==> config.mk <==
export PLATFORM = sky130hd
export DESIGN_NAME = xwm_fifo
export DESIGN_NICKNAME = d
export VERILOG_FILES = /design/src/xwm_pkg.sv /design/src/xwm_fifo.sv
export SDC_FILE = /design/constraint.sdc
export NUM_CORES = 1
export LEC_CHECK = 0
export BUFFER_PORTS_ARGS = -buffer_cell sky130_fd_sc_hd__buf_2
export CAP_MARGIN = 20
export CORE_AREA = 3 3 216 218
export DETAILED_ROUTE_END_ITERATION = 10
export DIE_AREA = 0 0 219 221
export PLACE_DENSITY = 0.74
export SLEW_MARGIN = 10
export SYNTH_ARGS = -nofsm -noshare
export SYNTH_HDL_FRONTEND = slang
export SYNTH_SLANG_ARGS = --single-unit
==> constraint.sdc <==
create_clock -name clk -period 4.9 [get_ports clk]
set_clock_uncertainty 0.1 [all_clocks]
set_input_delay 0.98 -clock clk [delete_from_list [all_inputs] [get_ports clk]]
set_output_delay 0.98 -clock clk [all_outputs]
set_load 0.005 [all_outputs]
==> src/xwm_pkg.sv <==
// Shared constants, types and the arctangent table of the x-drive wheel mixer.
package xwm_pkg;

  localparam int ANGLE_BITS     = 16;
  localparam int TRIG_FRAC_BITS = 15;
  localparam int CORDIC_STEPS   = 24;

  localparam int DEMAND_W  = 15;
  localparam int HEADING_W = 16;
  localparam int LIMIT_W   = 15;
  localparam int VOLT_W    = 16;

  localparam int CW     = 34;                  // CORDIC x/y, Q2.30 with headroom
  localparam int ZW     = 32;                  // residual angle, 2^-32 turn units
  localparam int TRIG_W = TRIG_FRAC_BITS + 2;  // covers +-1.0
  localparam int PROD_W = TRIG_W + DEMAND_W;
  localparam int SUM_W  = PROD_W + 2;
  localparam int MAG_W  = SUM_W - TRIG_FRAC_BITS;
  localparam int QUOT_W = VOLT_W;
  localparam int DIV_W  = SUM_W + LIMIT_W + 1;

  localparam int FIFO_DEPTH = 4;
  localparam int FIFO_AW    = 2;
  localparam int FIFO_CW    = FIFO_AW + 1;

  localparam logic signed [CW-1:0] CORDIC_GAIN = CW'(652032874);
  localparam logic [LIMIT_W-1:0] LIMIT_RESET = LIMIT_W'(12000);

  typedef logic signed [SUM_W-1:0] sum_t;
  typedef logic [MAG_W-1:0] mag_t;

  // wheel order: front left, front right, back right, back left
  typedef struct packed {
    sum_t [3:0] sum;
    mag_t       peak;
  } mix_rec_t;

  function automatic logic [ZW-1:0] atan_turn(input int i);
    logic [ZW-1:0] a;
    case (i)
      0:       a = 32'h20000000;
      1:       a = 32'h12E4051E;
      2:       a = 32'h09FB385B;
      3:       a = 32'h051111D4;
      4:       a = 32'h028B0D43;
      5:       a = 32'h0145D7E1;
      6:       a = 32'h00A2F61E;
      7:       a = 32'h00517C55;
      8:       a = 32'h0028BE53;
      9:       a = 32'h00145F2F;
      10:      a = 32'h000A2F98;
      11:      a = 32'h000517CC;
      12:      a = 32'h00028BE6;
      13:      a = 32'h000145F3;
      14:      a = 32'h0000A2FA;
      15:      a = 32'h0000517D;
      16:      a = 32'h000028BE;
      17:      a = 32'h0000145F;
      18:      a = 32'h00000A30;
      19:      a = 32'h00000518;
      20:      a = 32'h0000028C;
      21:      a = 32'h00000146;
      22:      a = 32'h000000A3;
      23:      a = 32'h00000051;
      default: a = '0;
    endcase
    return a;
  endfunction

endpackage

==> src/xwm_fifo.sv <==
// Short queue of mixed wheel sums between the front and back pipelines.
module xwm_fifo import xwm_pkg::*; (
  input  logic     clk,
  input  logic     rst,
  input  logic     push,
  input  mix_rec_t push_data,
  input  logic     pop,
  output mix_rec_t pop_data,
  output logic     full,
  output logic     empty
);

  mix_rec_t             mem [FIFO_DEPTH];
  logic [FIFO_AW-1:0]   wr_ptr, rd_ptr;
  logic [FIFO_CW-1:0]   count;

  assign full     = count == FIFO_CW'(FIFO_DEPTH);
  assign empty    = count == '0;
  assign pop_data = mem[rd_ptr];

  always_ff @(posedge clk) begin
    if (push) mem[wr_ptr] <= push_data;
  end

  always_ff @(posedge clk) begin
    if (rst) begin
      wr_ptr <= '0;
      rd_ptr <= '0;
      count  <= '0;
    end else begin
      if (push) wr_ptr <= wr_ptr + 1'b1;
      if (pop)  rd_ptr <= rd_ptr + 1'b1;
      case ({push, pop})
        2'b10:   count <= count + 1'b1;
        2'b01:   count <= count - 1'b1;
        default: count <= count;
      endcase
    end
  end

endmodule

# After elaboration in Yosys (flattened, before gate mapping)
# Memory sizes are Yosys's and may differ from the RTL's. A register that Yosys moved wholly into a read port is not among the register bits.
# Index checks and enable logic that the tools add are counted.
# totals
out_inout_bits,157
latch_bits,0
mem_bits_ro,0
reg_bits,7
ramBits,620
elab_cells,18
mem_count,1
# mem_list
memory,words,word_bits,rd,rd_clocked_by_memory_dff,wr,line,text
mem,4,155,1,1,1,xwm_fifo.sv:13,mix_rec_t mem [FIFO_DEPTH];
# op_classes
reduce_logical,2
eq_ne,3
shifts,0
n_addsub,4
div_mod_pow,0
n_bitwise,0
magnitude_cmp,0
multipliers,0
muxes,5
# op_table
operator,n
3-bit one-hot mux with 2 select lines,1
2-bit by 1-bit adder with 2-bit output (second input constant),2
2-bit 2-to-1 mux,2
3-bit by 1-bit adder with 3-bit output (second input constant),1
3-bit == test (second input constant),1
3-bit zero test,1
3-bit by 1-bit subtractor with 3-bit output (second input constant),1
2-bit by 1-bit == test with 1-bit output (second input constant),1
2-bit == test (second input constant),1
1-bit 2-to-1 mux,2
2-bit nonzero test,1

# Longest topological paths before layout
# logic_depth
word_depth,3
depth_mapped,7
depth_no_buf,7

# Worst setup path before layout
# No wires, ideal clock.
# synth_path
path_kind,input port to flip-flop
start,input port push
end,"memory mem[0][0] (netlist bit), enable pin"
setup_slack_ns,-0.247
arrival_ns,4.515
setup_ns,0.533
cell_stages,1
cell_sequence,and2_1
# synth_between
elab_chain_cells,2
# synth_lines
element,line,text
start: declaration,xwm_fifo.sv:5,"input logic push,"
1-bit 2-to-1 mux,xwm_fifo.sv:22,if (push) mem[wr_ptr] <= push_data;
1-bit 2-to-1 mux (not written as such),xwm_fifo.sv:22,
end: declaration,xwm_fifo.sv:13,
# Every way passes these cells.

==> flow_metrics.env <==
export IMPL_run_status="completed"
export IMPL_yosys_area_top_type="edfxtp_1"
export IMPL_io_buffers=315
export IMPL_ctsHoldBuffers=0
export IMPL_critical_path_class="flop to output port"
export IMPL_setup_viol=0
export IMPL_areaGrowthSynthToFinish_pct=18.6
export IMPL_yosys_warnings=0
export IMPL_wl_met1_mm=18.0
export IMPL_p_leak_nw=9.03
export IMPL_avgRoutedWirePerCell_um=23.8
export IMPL_cts_max_path_buffers=3
export IMPL_crit_path_top_delay_cell="buf_4"
export IMPL_ys_types=21
export IMPL_arrival_ns=2.52
export IMPL_path_clk_slew_ns=0.06
export IMPL_synth_top_area_share_pct=81.6
export IMPL_cts_tree="done"
export IMPL_synth_common_cells="edfxtp_1 (620), mux4_2 (155), buf_2 (15), buf_6 (15), dfxtp_1 (9)"
export IMPL_r2r_cells=4
export IMPL_async_reset_ff_share_pct=0
export IMPL_cts_root_buf="clkbuf_16"
export IMPL_grt_pass1_wl_mm=68.0
export IMPL_power_density_nw_per_um2=435
export IMPL_antenna_found_initial=9
export IMPL_grt_overflow_total=0
export IMPL_firstDrtPassIters=4
export IMPL_cts_sinks=629
export IMPL_avgSynthCellArea_um2=26.6
export IMPL_drive_above_1_share_pct=45.7
export IMPL_die_h_um=221
export IMPL_holdPathStages=2
export IMPL_synth_area_um2=22800
export IMPL_cap_viol_max_count=0
export IMPL_synth_cells=856
export IMPL_seqCellArea_um2=18800
export IMPL_seq_area_frac_synth_pct=82.4
export IMPL_first_global_vias=10906
export IMPL_syn_nets=1021
export IMPL_initial_core_util_pct=50.6
export IMPL_setup_tns_ns=0
export IMPL_max_freq_ghz=0.278
export IMPL_cp_start_kind="flop"
export IMPL_rsz0062_at_grt="no"
export IMPL_final_hold_viol_count=0
export IMPL_cts_resized=0
export IMPL_antenna_left=0
export IMPL_ys_flop_type="edfxtp_1"
export IMPL_drv_slew=0
export IMPL_multiInputGateArea_um2=3730
export IMPL_worst_ep_required_time_ns=3.82
export IMPL_final_nets=1378
export IMPL_cts_setup_buffers=0
export IMPL_synth_edf_count=620
export IMPL_gp_congestion=0.726
export IMPL_clock_latency_ns=0.60
export IMPL_vias_per_cell=5.53
export IMPL_vias=10299
export IMPL_path_max_fanout=42
export IMPL_fillers=3178
export IMPL_drtIter0Drc=765
export IMPL_yosys_top_cells_area="edfxtp_1 (82%), mux4_2 (15%), dfxtp_1 (0.79%)"
export IMPL_wl_met3_mm=4.07
export IMPL_fp_coreArea_um2=45100
export IMPL_yosysMostFrequentCell="edfxtp_1"
export IMPL_tightest_slew_ns=0.888
export IMPL_ir_drop_v=0.000422
export IMPL_ys_ff_latch=629
export IMPL_highest_signal_layer="met5"
export IMPL_crit_chain="buf_4, mux4_2, buf_2"
export IMPL_cpPeakStageDelay_ns=0.66
export IMPL_die_width_um=219
export IMPL_fin_crit_ns=3.60
export IMPL_hpwl_mm=25.8
export IMPL_ioPinCount=316
export IMPL_die_area_um2=48400
export IMPL_placementRows=78
export IMPL_numCtsBuffers=60
export IMPL_preCtsSetupSlack_ns=1.86
export IMPL_period_share_pct=73.5
export IMPL_slew_headroom_pct=40.8
export IMPL_routed_wl_mm=44.4
export IMPL_grt_max_degree=82
export IMPL_drc_errors=0
export IMPL_grt_use_total_pct=18.7
export IMPL_fin_ws_ns=1.30
export IMPL_crit_path_end_kind="output port"
export IMPL_met2WireLength_mm=21.2
export IMPL_h_tree_depth=2
export IMPL_hold_class="flop to flop"
-- per-layer routing --
metal	vias up	GRT usage [%]
li1	4423	-
met1	5401	26.4
met2	377	28.9
met3	82	5.59
met4	16	5.46
met5	-	0
-- power by group --
part	switching, mW	total (mW)	internal, mW
clock network	1.86	4.47	2.61
logic	0.538	1.04	0.498
registers	0.0676	6.25	6.18
-- final timing paths --
path,start,to,slack (ns)
max,flop,pop_data[129],1.30
min,count[2]$_SDFFE_PP0P_,count[2]$_SDFFE_PP0P_,0.42
max reg2reg,wr_ptr[0]$_SDFFE_PP0P_,mem[2][73]$_DFFE_PP_,2.61
min reg2reg,count[2]$_SDFFE_PP0P_,count[2]$_SDFFE_PP0P_,0.42
-- logic make-up (layout without fill, tap and decap cells) --
logic type,Yosys count,count (layout),share of synthesized area [%]
simple gates,16,16,0.335
compound gates,3,3,0.0658
mux,156,156,15.3
other cells,0,3,0
xor+xnor,5,5,0.192
fa+ha+maj,6,6,0.362
buf+inv,41,443,1.28
flops,629,629,82.4
-- area by class of cell --
cell class | count | area share (%)
Timing Repair Buffer | 330 | 6.71
Inverter | 6 | 0.0833
Tap cell | 600 | 2.78
Multi-Input combinational cell | 186 | 13.8
Clock buffer | 74 | 5.90
Sequential cell | 629 | 69.5
Antenna cell | 3 | 0.0278
Clock inverter | 33 | 1.18
-- flip-flops by register name (all words and copies together), names as in the netlist, named ones only --
register / cells
count: 3
mem: 620
rd_ptr: 2
wr_ptr: 2
-- metrics by stage --
stage	util, %	area (um^2)	hold WS [ns]	total power [mW]	cells
2_1_floorplan	-	22800	0.367	6.94	856
3_3_place_gp	55.7	25100	0.390	7.39	1751
3_5_place_dp	55.7	25100	0.409	7.42	1751
4_1_cts	60.0	27000	0.421	11.9	1858
5_1_grt	60.0	27000	0.454	12.2	1858
6_report	60.0	27000	0.422	11.8	1861
-- critical path, delay by kind of cell (launching register included) --
| family | cells | cell delay [ns] |
|---|---|---|
| muxes | 1 | 0.61 |
| buffers and inverters | 2 | 0.81 |
| DFF | 1 | 0.41 |
-- placed cells by master (no fill, tap or decap) --
| cell type | netlist | final |
|---|---|---|
| edfxtp_1 | 620 | 620 |
| buf_2 | 15 | 315 |
| mux4_2 | 155 | 155 |
| clkbuf_16 | 0 | 61 |
| clkinv_1 | 0 | 12 |
| clkbuf_1 | 3 | 11 |
| buf_12 | 0 | 10 |
| clkinv_2 | 0 | 9 |
| nor2_1 | 8 | 8 |
| dfxtp_1 | 9 | 7 |
| inv_1 | 6 | 6 |
| bufinv_16 | 0 | 6 |
| ha_1 | 5 | 5 |
| buf_4 | 2 | 5 |
| and2_4 | 0 | 4 |
| diode_2 | 0 | 3 |
| xor2_1 | 3 | 3 |
| xnor2_1 | 2 | 2 |
| a21oi_1 | 2 | 2 |
| dfxtp_4 | 0 | 2 |
| inv_6 | 0 | 2 |
| clkbuf_8 | 0 | 2 |
| clkinv_4 | 0 | 2 |
| clkinvlp_4 | 0 | 2 |
| nor3_1 | 1 | 1 |
| and3_1 | 1 | 1 |
| nand2_1 | 1 | 1 |
| mux2i_1 | 1 | 1 |
| o21ai_0 | 1 | 1 |
| or3_1 | 1 | 1 |
| fa_1 | 1 | 1 |
No activity file was read; power rests on OpenSTA's default activity.
